`src/rtl/odnm_pkg.sv`:
```
package odnm_pkg;

  localparam int W   = 48;
  localparam int F   = 24;
  localparam int H   = W / 2;
  localparam int RB  = (W + F) / 2;
  localparam int UW  = W - 1;
  localparam int NT  = 9;

  localparam logic signed [W-1:0] WMAX = {1'b0, {(W-1){1'b1}}};
  localparam logic signed [W-1:0] WMIN = {1'b1, {(W-1){1'b0}}};
  localparam logic [UW-1:0] UMAX = {UW{1'b1}};
  localparam logic [UW-1:0] STEP_RESET = UW'(1) << F;
  localparam logic [4:0] DIR_CENTER = 5'd13;
  localparam logic [4:0] DIR_LAST   = 5'd26;
  localparam logic [1:0] AXIS_ZERO  = 2'd1;
  localparam logic [3:0] TERM_LAST  = 4'd8;

  typedef logic [1:0] cfg_idx_t;
  localparam cfg_idx_t REG_STEP_X = 2'd0;
  localparam cfg_idx_t REG_STEP_Y = 2'd1;
  localparam cfg_idx_t REG_STEP_Z = 2'd2;

  typedef enum logic [1:0] {
    MSEL_AVG_STEP,
    MSEL_T1_STEP,
    MSEL_KAV_LEN
  } msel_t;

  typedef enum logic [3:0] {
    ST_IDLE,
    ST_DECIDE,
    ST_TERM,
    ST_MUL1,
    ST_MUL2,
    ST_CHECK,
    ST_SQRT,
    ST_MUL3,
    ST_FINISH
  } state_t;

  typedef struct packed {
    logic       capture;
    logic       dl2_clr;
    logic       mul_start;
    msel_t      msel;
    logic [3:0] term;
    logic       dl2_acc;
    logic       sqrt_start;
    logic       set_bad;
    logic       path_update;
    logic       emit;
  } cmd_t;

  typedef struct packed {
    logic is_nb;
    logic dir_valid;
    logic last;
    logic term_active;
    logic dl2_pos;
    logic mul_done;
    logic sqrt_done;
    logic out_full;
  } sts_t;

  // metric slot, row and column per quadratic-form term
  localparam logic [2:0] SLOT_TAB [NT] = '{3'd0, 3'd1, 3'd2, 3'd1, 3'd3, 3'd4, 3'd2, 3'd4, 3'd5};
  localparam logic [1:0] ROW_TAB  [NT] = '{2'd0, 2'd0, 2'd0, 2'd1, 2'd1, 2'd1, 2'd2, 2'd2, 2'd2};
  localparam logic [1:0] COL_TAB  [NT] = '{2'd0, 2'd1, 2'd2, 2'd0, 2'd1, 2'd2, 2'd0, 2'd1, 2'd2};

  // direction code to {z, y, x} offsets, each stored as offset + 1
  localparam logic [5:0] DIR_TAB [27] = '{
    6'd0,  6'd1,  6'd2,  6'd4,  6'd5,  6'd6,  6'd8,  6'd9,  6'd10,
    6'd16, 6'd17, 6'd18, 6'd20, 6'd21, 6'd22, 6'd24, 6'd25, 6'd26,
    6'd32, 6'd33, 6'd34, 6'd36, 6'd37, 6'd38, 6'd40, 6'd41, 6'd42
  };

endpackage

```
`src/rtl/odnm_ctrl.sv`:
```
module odnm_ctrl (
  input  logic            clk,
  input  logic            rst_n,
  input  logic            in_valid,
  output logic            in_ready,
  input  odnm_pkg::sts_t  sts,
  output odnm_pkg::cmd_t  cmd
);
  import odnm_pkg::*;

  state_t     state_r, state_nxt;
  logic [3:0] term_r, term_nxt;

  always_comb begin
    state_nxt = state_r;
    term_nxt  = term_r;
    case (state_r)
      ST_IDLE:   if (in_valid) state_nxt = ST_DECIDE;
      ST_DECIDE: begin
        term_nxt = '0;
        if (!sts.is_nb) state_nxt = ST_IDLE;
        else if (sts.dir_valid) state_nxt = ST_TERM;
        else state_nxt = ST_FINISH;
      end
      ST_TERM: begin
        if (sts.term_active) state_nxt = ST_MUL1;
        else if (term_r == TERM_LAST) state_nxt = ST_CHECK;
        else term_nxt = term_r + 4'd1;
      end
      ST_MUL1:   if (sts.mul_done) state_nxt = ST_MUL2;
      ST_MUL2: begin
        if (sts.mul_done) begin
          if (term_r == TERM_LAST) state_nxt = ST_CHECK;
          else begin
            term_nxt  = term_r + 4'd1;
            state_nxt = ST_TERM;
          end
        end
      end
      ST_CHECK:  state_nxt = sts.dl2_pos ? ST_SQRT : ST_FINISH;
      ST_SQRT:   if (sts.sqrt_done) state_nxt = ST_MUL3;
      ST_MUL3:   if (sts.mul_done) state_nxt = ST_FINISH;
      ST_FINISH: if (!sts.last || !sts.out_full) state_nxt = ST_IDLE;
      default:   state_nxt = ST_IDLE;
    endcase
  end

  always_comb begin
    cmd      = '0;
    cmd.term = term_r;
    cmd.msel = MSEL_AVG_STEP;
    in_ready = 1'b0;
    case (state_r)
      ST_IDLE: begin
        in_ready    = 1'b1;
        cmd.capture = in_valid;
      end
      ST_DECIDE: cmd.dl2_clr = 1'b1;
      ST_TERM:   cmd.mul_start = sts.term_active;
      ST_MUL1: begin
        cmd.msel      = MSEL_T1_STEP;
        cmd.mul_start = sts.mul_done;
      end
      ST_MUL2:   cmd.dl2_acc = sts.mul_done;
      ST_CHECK: begin
        cmd.sqrt_start = sts.dl2_pos;
        cmd.set_bad    = !sts.dl2_pos;
      end
      ST_SQRT: begin
        cmd.msel      = MSEL_KAV_LEN;
        cmd.mul_start = sts.sqrt_done;
      end
      ST_MUL3: begin
        cmd.msel        = MSEL_KAV_LEN;
        cmd.path_update = sts.mul_done;
      end
      ST_FINISH: cmd.emit = sts.last && !sts.out_full;
      default: ;
    endcase
  end

  always_ff @(posedge clk) begin
    if (!rst_n) begin
      state_r <= ST_IDLE;
      term_r  <= '0;
    end else begin
      state_r <= state_nxt;
      term_r  <= term_nxt;
    end
  end

endmodule

```
`config.mk`:
```
export PLATFORM = sky130hd
export DESIGN_NAME = odnm_ctrl
export DESIGN_NICKNAME = d
export VERILOG_FILES = /design/src/rtl/odnm_pkg.sv /design/src/rtl/odnm_ctrl.sv
export SDC_FILE = /design/constraint.sdc
export NUM_CORES = 1
export LEC_CHECK = 0
export ABC_AREA = 1
export BUFFER_PORTS_ARGS = -buffer_cell sky130_fd_sc_hd__buf_2
export CORE_MARGIN = 2
export CORE_UTILIZATION = 46
export CTS_BUF_LIST = sky130_fd_sc_hd__clkbuf_8
export CTS_CLUSTER_SIZE = 30
export DETAILED_ROUTE_END_ITERATION = 7
export PLACE_DENSITY = 0.77
export SYNTH_ARGS = -nofsm -noshare
export SYNTH_HDL_FRONTEND = slang
export SYNTH_SLANG_ARGS = --single-unit
```
`constraint.sdc`:
```
create_clock -name clk -period 1.21 [get_ports clk]
set_input_delay 0.0605 -clock clk [delete_from_list [all_inputs] [get_ports clk]]
set_output_delay 0.0605 -clock clk [all_outputs]
set_load 0.01 [all_outputs]
```
After elaboration in Yosys (flattened, before gate mapping)
Index checks and enable logic that the tools add are counted.
Widths: inputs -> output; s select.
{ "word_totals": {"mem_bits_ro": 0, "out_inout_bits": 15, "register_bits": 8, "latchBits": 0, "mem_bits_rw": 0, "memories": 0, "word_cells": 56} }
{ "classes": {"n_mul": 0, "eq_ne": 17, "reduce_logical": 10, "mux": 26, "div": 0, "n_shift": 0, "bitwise": 0, "add_sub_neg": 1, "n_lt_le_gt_ge": 0} }
{ "ops": {"columns": ["op", "count"], "rows": [
  ["$mux 4", 14],
  ["$pmux 4 s9", 1],
  ["$eq 4x3->1 const B", 4],
  ["$ne 2x2->1 const B", 7],
  ["$pmux 4 s3", 1],
  ["$eq 4x2->1 const B", 2],
  ["$eq 4x4->1 const B", 2],
  ["$reduce_and 7->1", 1],
  ["$mux 1", 6],
  ["$add 4x1->4 const B", 1],
  ["$eq 4x1->1 const B", 1],
  ["$logic_not 4->1", 1],
  ["$pmux 2 s2", 1],
  ["$logic_not 1->1", 3],
  ["$mux 3", 1],
  ["$ne 3x3->1 const B", 1],
  ["$pmux 1 s3", 1],
  ["$reduce_and 3->1", 1],
  ["$reduce_bool 3->1", 1],
  ["$mux 2", 1],
  ["$reduce_or 2->1", 1],
  ["$logic_and 1x1->1", 1],
  ["$logic_or 1x1->1", 1]
]} }

Logic depth before layout (Yosys ltp)
Gate-level depths: netlist (run 1).
{ "depth": {"word_depth": 4, "mapped_depth": 9} }

Least setup slack after synthesis (run 1)
Ideal clock, no wire load.
{ "synth_timing": {"kind": "register to register", "from": "register term_r[0]", "to": "register term_r[3]", "t_arrival_ns": 1.204, "stages_incl_launch_ff": 9, "t_required_ns": 1.097, "synth_period_minus_slack_ns": 1.317, "setup_slack_ns": -0.107, "cell_sequence": "dfxtp_1 inv_1 ha_1 nand3_1 nand2_2 a21oi_4 nand2_1 nand2_1 nor2_1"} }
{ "synth_between": {"elab_chain_cells": 4, "word_cells_on_any_way": 6, "cone_classes": "1 x add/sub; 1 x eq/ne; 4 x mux"} }
{ "synth_lines": {"columns": ["element", "line", "rtl"], "rows": [
  ["from (decl)", "odnm_ctrl.sv:12", "logic [3:0] term_r, term_nxt;"],
  ["from (signal assigned)", "odnm_ctrl.sv:88", "term_r <= term_nxt;"],
  ["$add 4x1->4 / $eq 4x4->1 (equally long branches)", null, null],
  ["$mux 4 *", "odnm_ctrl.sv:27, odnm_ctrl.sv:33", null],
  ["$mux 4, on equally long branches", "odnm_ctrl.sv:32, odnm_ctrl.sv:26", null],
  ["$pmux 4 s3 *", "odnm_ctrl.sv:17", "case (state_r)"]
]} }
Every way passes the cells marked *; elsewhere a longest branch is shown, timed or not. The select of a mux whose other input is x is not followed.
A chain may end at the register's enable or synchronous reset.

==> results.tsv, run 1 <==
stage	metric	value	unit
status	result_of_the_run	finished with violations	
status	violations	setup timing	
route	viasPerCell	5.639	
finish	utilization	85.23	%
global_route	antenna_violations_before_repair	0	
synth	yosys.area.top_type	dfxtp_1	
synth	synth.area.top_cells	dfxtp_1, nand2_1, nor2_1, inv_1, nand3_1	
worst_hold_path	hold_path_depth	3	
global_route	grt_usage	29.56	%
clock_tree	insertion_delay	0.23	ns
finish	seq_area	177.7	sq um
clock_tree	h_tree_lvls	1	
placed_design	place.detailed.hpwl	1851	um
floorplan	placement_rows	14	
critical_path	rr_endpoint	state_r[1]$_SDFFE_PN0P_	
sta	drv_slew	0	
synth	synth_common_cells	nand2_1, nor2_1, inv_1	
finish	instances_no_fill	202	
global_route	busiest_layer	met2	
route	drt_pass1_iterations	4	
placed_design	globalplace.congestion	0.9016	
critical_path	worst_r2r_startpoint	state_r[2]$_SDFFE_PN0P_	
sta	share_of_the_clock_period_used_by_the_worst_path_after_layout	114.3	%
finish	diodes	0	
global_route	groute.layer.met2.usage	49.14	%
sta	timing.final.setup_violations	17	
route	detail_route.wirelength	3012	um
critical_path	worst-path-buf-inv	3	
worst_hold_path	hold-path-endpoint	term_r[3]$_SDFFE_PN0P_	
critical_path	start_kind	flop	
synth	synth_largest_type_area_fraction	20.61	%
sta	fmax	0.7227	GHz
global_route	grt-ovfl-total	0	
synth	syn-instance-count	139	
placed_design	pre_cts_ws	-0.1408	ns
clock_tree	clk_pin_slew_worst_paths	0.04	ns
critical_path	critical_path.max_fanout	5	
finish	area_of_the_multi_input_gates	670.6	sq um
floorplan	die_w	45.10	um
sta	timing.final.ws_setup	-0.1736	ns
synth	synth.ff_latch_count	8	
critical_path	critical-path-top-delay-family	simple AND/OR/NAND/NOR gates	
global_route	grt_start_max_net_pins	8	
synth	most_frequent_cell_after_synthesis	nand2_1	
finish	design.final.nets	201	
critical_path	r2r.worst_path.cells	9	
global_route	grt_first_pass_wirelength	4305	um
synth	synth.lib_cells_used.distinct	20	
placed_design	placedCellCount	193	
sta	clock_skew	0.003252	ns
global_route	gr-usage-met3	5.200	%
critical_path	setup.worst_path.class	flop to output pin	
pwr	worst_ir_drop_vdd	0.8835	mV
sta	period_minus_slack	1.384	ns
route	drt-wirelength-per-cell	14.91	um
clock_tree	cts_num_sinks	8	
critical_path	setup_crit_end_kind	output pin	
floorplan	core_area	1541	sq um
floorplan	die_h	45.10	um
route	final_antenna_net_count	0	
route	detailedRoute.firstIterationViolations	56	
synth	postSynthAreaPerCell	5.590	sq um
clock_tree	cts_buffer_depth	2	
critical_path	data_arrival_time_of_the_critical_path	1.32	ns
finish	fraction_of_final_layout_cells_with_drive_strength_greater_than_1	52.69	%
route	vias	1139	
route	remaining_drc_errors	0	
clock_tree	number_of_clock_buffers_inserted_by_tritoncts	3	
floorplan	ioPinCount	26	
synth	synthesis.nets	152	
sta	worst_pin_slew	0.2424	ns
sta	unrepaired_setup_endpoints_after_global_routing	true	
pwr	fin_total_pwr	1.226	mW
sta	worst_slew_margin_rel	83.80	%
clock_tree	tritoncts	done	
clock_tree	cts-root-buf	clkbuf_8	
finish	synthToLayoutAreaGrowth	69.08	%
synth	synth_async_sr_flop_share	0	%
synth	number_of_synthesized_flops_with_an_enable_pin	0	
critical_path	slowest_delay	0.37	ns
floorplan	die-area	2034	sq um
synth	synth_top_flop_cell	dfxtp_1	
finish	n_fill_cell	82	
worst_hold_path	hold_path_startpoint	rst_n	
job	timing.max_cap.violations	0	
global_route	first_global_vias	982	
critical_path	timing.critical_path.cells	inv_4 > nor2_4 > nand2_1 > or2_1 > inv_1 > buf_6	
pwr	leakage	0.7076	nW
synth	netlist_area	777.0	sq um
placed_design	port_buffers	25	
critical_path	worstPathRequired	1.15	ns
global_route	use_met1	37.44	%
worst_hold_path	holdCritPathClass	input pin to flop	
floorplan	start_util	50.41	%
critical_path	regToRegSetupSlack	-0.16	ns
pwr	total_power_per_unit_cell_area	932.9	nW/um^2
critical_path	cpMaxStageDelayCell	dfxtp_4	
critical_path	setup.worst_path.start	state_r[2]$_SDFFE_PN0P_	
sta	timing.final.hold_violations	0	
synth	synthesis.yosys.warnings	0	
synth	synth_seq_area_share	20.61	%
registers in the layout, indices dropped and copies added, names as in the netlist:
register,flops
state_r,4
term_r,4
stage by stage:
stage               setup TNS [ns]  hold slack (ns)  instance area (sq um)
finish                      -1.833           0.1089                   1314
global route                -2.793           0.1289                   1314
CTS                        -0.8821          0.09266                   1174
detailed placement         -0.6092           0.3376                   1031
global placement           -0.4266           0.3262                   1031
floorplan                        0           0.1685                  788.3
routing by layer:
metal	share of wire, %	vias to the layer above	routed length, um
met5	0	-	0
met2	47	72	1417
met4	3.8	0	115
li1	-	525	-
met3	7.6	14	229
met1	42	528	1250
kinds of logic after synthesis:
group / after synthesis / synth area share, %
xor+xnor: 1 / 1.127
flops: 8 / 20.61
simple gates: 93 / 53.78
fa+ha+maj: 2 / 3.220
compound gates: 11 / 9.662
buf+inv: 24 / 11.59
final cells by class:
class | instances | share of cell area, %
multi-input combinational | 107 | 51.05
timing repair buffer | 44 | 23.33
sequential | 8 | 13.52
inverter | 24 | 7.429
clock buffer | 3 | 3.143
tap | 16 | 1.524
cells in the final DEF, fill, tap and decap left out, types with 6 or more instances in the layout:
| cell | n |
|---|---|
| buf_2 | 23 |
| buf_4 | 12 |
| buf_6 | 9 |
| inv_1 | 18 |
| nand2_1 | 29 |
| nand2_2 | 11 |
| nand3_1 | 9 |
| nor2_1 | 19 |
| nor2_2 | 6 |
| nor2_4 | 7 |
power breakdown:
part	internal [mW]	total (mW)	switching [mW]
Clock	0.216	0.330	0.114
Combinational	0.238	0.568	0.330
Sequential	0.294	0.328	0.0343
Total	0.748	1.23	0.478
worst max-delay path by stage:
stage / cells after the start / to / slack (ns)
after CTS: 6 / cmd[2] / -0.13
after global routing: 9 / term_r[3]$_SDFFE_PN0P_ / -0.23
final: 6 / cmd[2] / -0.17
after detailed placement: 9 / term_r[3]$_SDFFE_PN0P_ / -0.14
after floorplan: 9 / term_r[3]$_SDFFE_PN0P_ / 0.01
after global placement: 9 / term_r[3]$_SDFFE_PN0P_ / -0.11
worst min-delay path: stages:
cell and delay (ns):
buf_2 0.13, nand2_1 0.07, nor2_1 0.04
timing repair:
item	CTS	global route
hold buffers	0	0
setup buffers	3	3
pin swaps	8	12
gates resized for setup	27	28
endpoints found under the setup margin	18	18
Note: power is estimated with default switching activity, not from simulation.
==> run 2: changes to the inputs <==
Settings changed: ABC_AREA 1 to unset, PLACE_DENSITY 0.77 to 0.78.
==> run 2 against run 1 <==
The flow now stops in 5_1_grt. Synthesized cell count shrank 32%. Area after synthesis fell by 5.3%.
==> results.tsv, run 2 <==
stage	metric	value	unit	change
placed_design	globalplace.congestion	0.8592		-4.7%
synth	synthXorXnorAreaFrac	1.190	%	+0.063 points
status	run.stop_error	[ERROR DPL-0038] Utilization greater than 100%, impossible to legalize		
synth	yosys.area_share.adder	3.401	%	+0.18 points
placed_design	place.detailed.hpwl	1821	um	-1.6%
synth	number_of_synthesized_flops_with_an_enable_pin	0		unchanged
floorplan	start_util	48.84	%	-1.6 points
sta	timing.repair.worst_endpoint_type	sequential cell input		
synth	synth_common_cells	nor2_1, dfxtp_1, nand2_1		
synth	synth_seq_area_share	21.77	%	+1.2 points
synth	yosys.area.top_type	dfxtp_1		
status	stop_stage	5_1_grt		
synth	synth-compound-area-share	26.87	%	+17 points
placed_design	port_buffers	25		unchanged
floorplan	die_w	43.99	um	-2.5%
synth	synthesis.yosys.warnings	0		unchanged
status	result_of_the_run	stopped before the end		
synth	synth-simple-area-share	36.90	%	-17 points
synth	most_frequent_cell_after_synthesis	nor2_1		
synth	synthesis.nets	107		-30%
synth	synth.area.top_cells	dfxtp_1, nor2_1, nand2_1, o311ai_4, ha_1		
synth	netlist_area	735.7	sq um	-5.3%
sta	globalroute.repair_timing.worst_endpoint	state_r[2]$_SDFFE_PN0P_/D		
synth	synth_async_sr_flop_share	0	%	unchanged
synth	synth.ff_latch_count	8		unchanged
floorplan	die_h	43.99	um	-2.5%
synth	postSynthAreaPerCell	7.827	sq um	+40%
clock_tree	cts_num_sinks	8		unchanged
floorplan	ioPinCount	26		unchanged
clock_tree	h_tree_lvls	1		unchanged
synth	syn-instance-count	94		-32%
clock_tree	cts-root-buf	clkbuf_8		
floorplan	placement_rows	14		unchanged
synth	synth.mux.area_fraction	4.252	%	+4.3 points
global_route	grt_start_max_net_pins	10		
synth	synth_top_flop_cell	dfxtp_1		
clock_tree	number_of_clock_buffers_inserted_by_tritoncts	3		unchanged
synth	synth_top_family_by_area	simple AND/OR/NAND/NOR gates		
synth	synth.lib_cells_used.distinct	41		+110%
synth	synth_largest_type_area_fraction	21.77	%	+1.2 points
clock_tree	cts_buffer_depth	2		unchanged
clock_tree	cts_hold_repair.buffers	0		unchanged
run 2: changes by cell type after synthesis, moves of 4 or more:
| cell | change |
|---|---|
| inv_1 | -18 |
| nor2_1 | -16 |
| nor2_2 | -4 |
| nand3_1 | -10 |
| nand2_2 | -10 |
| nand2_1 | -27 |
run 2: cell families after synthesis:
| logic type | count (synthesis) |
|---|---|
| simple gates | 46 |
| compound gates | 25 |
| buf+inv | 9 |
| flops | 8 |
| mux | 3 |
| fa+ha+maj | 2 |
| xor+xnor | 1 |
run 2: through the flow:
stage / instances / instance area [sq um] / worst slack (ns)
3_3_place_gp: 156 / 1075 / -0.4685
2_1_floorplan: 94 / 767.0 / -0.4637
3_5_place_dp: 156 / 1075 / -0.5415
4_1_cts: 175 / 1419 / -0.4848
run 2: repair_timing:
action,4_1_cts
buffers inserted,16
pin swaps,26
resized for setup,47
endpoints found under the setup margin,19
==> run 3: changes to the inputs <==
Settings changed: CORE_AREA set to 2 2 63 65, CORE_MARGIN 2 to unset, CORE_UTILIZATION 46 to unset, CTS_BUF_LIST sky130_fd_sc_hd__clkbuf_8 to unset, CTS_CLUSTER_SIZE 30 to unset, DIE_AREA set to 0 0 65 67, PLACE_DENSITY 0.78 to unset, PLACE_DENSITY_LB_ADDON set to 0.15.
Clock period 1.21 ns to 1.6 ns, I/O delays scaled along.
==> run 3 against run 2 <==
The flow now finishes, with violations (setup timing). Synthesized cell count stayed put. Area after synthesis stayed put.
==> results.tsv, run 3 <==
stage	metric	value	unit	change
critical_path	start_kind	flop		
critical_path	worstPathRequired	1.71	ns	
synth	synthesis.nets	107		unchanged
critical_path	critical_path.max_fanout	5		
critical_path	critPathMostFrequentCell	o221a_1		
route	remaining_drc_errors	0		
synth	synth_largest_type_area_fraction	21.77	%	unchanged
synth	synth_top_family_by_area	simple AND/OR/NAND/NOR gates		
sta	totalNegativeSetupSlack	-0.2650	ns	
sta	drv_slew	0		
synth	number_of_synthesized_flops_with_an_enable_pin	0		unchanged
route	detail_route.wirelength	2460	um	
finish	design.final.nets	167		
synth	synth.mux.area_fraction	4.252	%	unchanged
floorplan	die_h	67	um	+52%
sta	period_minus_slack	1.719	ns	
sta	timing.final.setup_violations	3		
floorplan	placement_rows	22		+8
worst_hold_path	hold_path_depth	2		
finish	synthToLayoutAreaGrowth	76.87	%	
global_route	antenna_violations_before_repair	0		
critical_path	worst_r2r_startpoint	term_r[0]$_SDFFE_PN0P_		
finish	fraction_of_final_layout_cells_with_drive_strength_greater_than_1	55.56	%	
finish	most-common-layout-cells	buf_4, buf_2, nor2_1, nand2_1		
clock_tree	clk_pin_slew_worst_paths	0.04	ns	
route	drt-wirelength-per-cell	12.24	um	
synth	yosys.area.top_type	dfxtp_1		
clock_tree	tritoncts	done		
worst_hold_path	hold-path-endpoint	state_r[2]$_SDFFE_PN0P_		
clock_tree	cts_num_sinks	8		unchanged
clock_tree	number_of_clock_buffers_inserted_by_tritoncts	3		unchanged
floorplan	start_util	20.40	%	-28 points
critical_path	r2r.worst_path.cells	7		
pwr	total_power_per_unit_cell_area	1271	nW/um^2	
placed_design	place.detailed.hpwl	1845	um	+1.3%
critical_path	regToRegSetupSlack	-0.12	ns	
clock_tree	cts-root-buf	clkbuf_8		
worst_hold_path	holdCritPathClass	input pin to flop		
pwr	fin_total_pwr	1.654	mW	
job	timing.max_cap.violations	0		
global_route	grt_usage	11.39	%	
synth	synth_common_cells	nor2_1, dfxtp_1, nand2_1		
synth	netlist_area	735.7	sq um	unchanged
finish	diodes	0		
route	detailedRoute.firstIterationViolations	43		
synth	most_frequent_cell_after_synthesis	nor2_1		
route	vias	926		
route	drt_pass1_iterations	6		
critical_path	critical-path-top-delay-family	compound AO/OA/AOI/OAI gates		
floorplan	die_w	65	um	+48%
global_route	grt_first_pass_wirelength	3788	um	
status	result_of_the_run	finished with violations		
synth	synth-compound-area-share	26.87	%	unchanged
critical_path	worst-path-buf-inv	1		
global_route	first_global_vias	824		
synth	syn-instance-count	94		unchanged
synth	postSynthAreaPerCell	7.827	sq um	unchanged
sta	clock_skew	0.007135	ns	
sta	worst_pin_slew	0.3604	ns	
critical_path	setup.worst_path.class	flop to flop		
finish	largest_registers	state_r: 4 flops, term_r: 4 flops		
floorplan	ioPinCount	26		unchanged
route	viasPerCell	4.607		
synth	synth_seq_area_share	21.77	%	unchanged
placed_design	port_buffers	25		unchanged
global_route	grt_start_max_net_pins	11		
sta	worst_slew_margin_rel	75.92	%	
synth	synthXorXnorAreaFrac	1.190	%	unchanged
sta	share_of_the_clock_period_used_by_the_worst_path_after_layout	107.4	%	
clock_tree	cts_hold_repair.buffers	0		unchanged
synth	synth_async_sr_flop_share	0	%	unchanged
pwr	worst_ir_drop_vdd	0.5899	mV	
placed_design	pre_cts_ws	-0.1437	ns	+0.3978 ns
synth	synth-simple-area-share	36.90	%	unchanged
worst_hold_path	hold_path_startpoint	rst_n		
pwr	leakage	0.6016	nW	
synth	synthesis.yosys.warnings	0		unchanged
sta	timing.final.hold_violations	0		
floorplan	core_area	3606	sq um	
floorplan	die-area	4355	sq um	
synth	synth.ff_latch_count	8		unchanged
synth	synth_top_flop_cell	dfxtp_1		
status	violations	setup timing		
critical_path	setup_crit_end_kind	flop		
critical_path	rr_endpoint	state_r[2]$_SDFFE_PN0P_		
placed_design	globalplace.congestion	0.7445		-13%
sta	unrepaired_setup_endpoints_after_global_routing	true		
finish	n_fill_cell	389		
critical_path	slowest_delay	0.35	ns	
finish	final_common_cell	buf_4		
critical_path	timing.critical_path.cells	inv_4 > ha_4 > and3b_1 > o221a_1 > o311ai_4 > nor2_2 > o221a_1		
route	final_antenna_net_count	0		
synth	yosys.area_share.adder	3.401	%	unchanged
synth	synth.area.top_cells	dfxtp_1, nor2_1, nand2_1, o311ai_4, ha_1		
synth	synth.lib_cells_used.distinct	41		unchanged
clock_tree	insertion_delay	0.23	ns	
critical_path	data_arrival_time_of_the_critical_path	1.83	ns	
sta	timing.final.ws_setup	-0.1190	ns	
clock_tree	cts_buffer_depth	2		unchanged
critical_path	cpMaxStageDelayCell	dfxtp_4		
clock_tree	h_tree_lvls	1		unchanged
global_route	grt-ovfl-total	0		
sta	fmax	0.5817	GHz	
[run 3: cell counts after synthesis]
No cell type changed its count.
[run 3: routing by layer]
| layer | global-route usage (%) | up-vias | routed length (um) |
|---|---|---|---|
| met5 | 0 | - | 0 |
| met4 | 4.787 | 0 | 35 |
| met3 | 1.520 | 6 | 119 |
| met2 | 17.91 | 29 | 1090 |
| met1 | 15.51 | 422 | 1213 |
| li1 | - | 469 | - |
[run 3: timing repair]
action / in CTS / in global routing
gates resized for setup: 4 / 19
hold endpoints to repair: 0 / 0
pin swaps: 4 / 12
buffers inserted: 0 / 7
setup endpoints to repair: 8 / 10
[run 3: cell families (layout without fill, tap and decap cells)]
| kind of cell | after synthesis | in the layout |
|---|---|---|
| AND/OR/NAND/NOR | 46 | 46 |
| AO/OA/AOI/OAI | 25 | 25 |
| buffers and inverters | 9 | 68 |
| flip-flops | 8 | 8 |
| multiplexers | 3 | 3 |
| adder cells (fa/ha/maj) | 2 | 2 |
| XOR/XNOR | 1 | 1 |
[run 3: how the worst max path moves through the flow]
| stage | start | to | slack, ns | cells past startpoint |
|---|---|---|---|---|
| after floorplan | term_r[0]$_SDFFE_PN0P_ | state_r[2]$_SDFFE_PN0P_ | -0.07 | 7 |
| after global placement | state_r[2]$_SDFFE_PN0P_ | state_r[2]$_SDFFE_PN0P_ | -0.12 | 5 |
| after detailed placement | state_r[2]$_SDFFE_PN0P_ | state_r[2]$_SDFFE_PN0P_ | -0.14 | 5 |
| after CTS | term_r[0]$_SDFFE_PN0P_ | state_r[2]$_SDFFE_PN0P_ | -0.1 | 7 |
| after global routing | term_r[0]$_SDFFE_PN0P_ | state_r[2]$_SDFFE_PN0P_ | -0.17 | 7 |
| final | term_r[0]$_SDFFE_PN0P_ | state_r[2]$_SDFFE_PN0P_ | -0.12 | 7 |
[run 3: where the power goes]
part           switching (mW)  total (mW)  internal (mW)
Clock                  0.0831       0.256          0.173
Sequential             0.0389       0.285          0.246
Combinational           0.520        1.11          0.593
[run 3: area by class of cell]
cell class	instances	area [sq um]	share of cell area, %
clock buffers	4	45.04	3.462
flip-flops and latches	8	173.9	13.37
repair buffers	60	399.1	30.67
multi-input cells	77	605.6	46.54
inverters	4	17.52	1.346
well taps	48	60.06	4.615
[run 3: through the flow]
stage	instances	utilization (%)	cell area [sq um]	hold WS, ns
after global placement	190	30.92	1115	0.4009
after CTS	194	32.69	1179	0.1528
final	201	36.09	1301	0.1532
after global routing	201	36.09	1301	0.1668
after floorplan	94	-	745.7	0.2009
after detailed placement	190	30.92	1115	0.4014
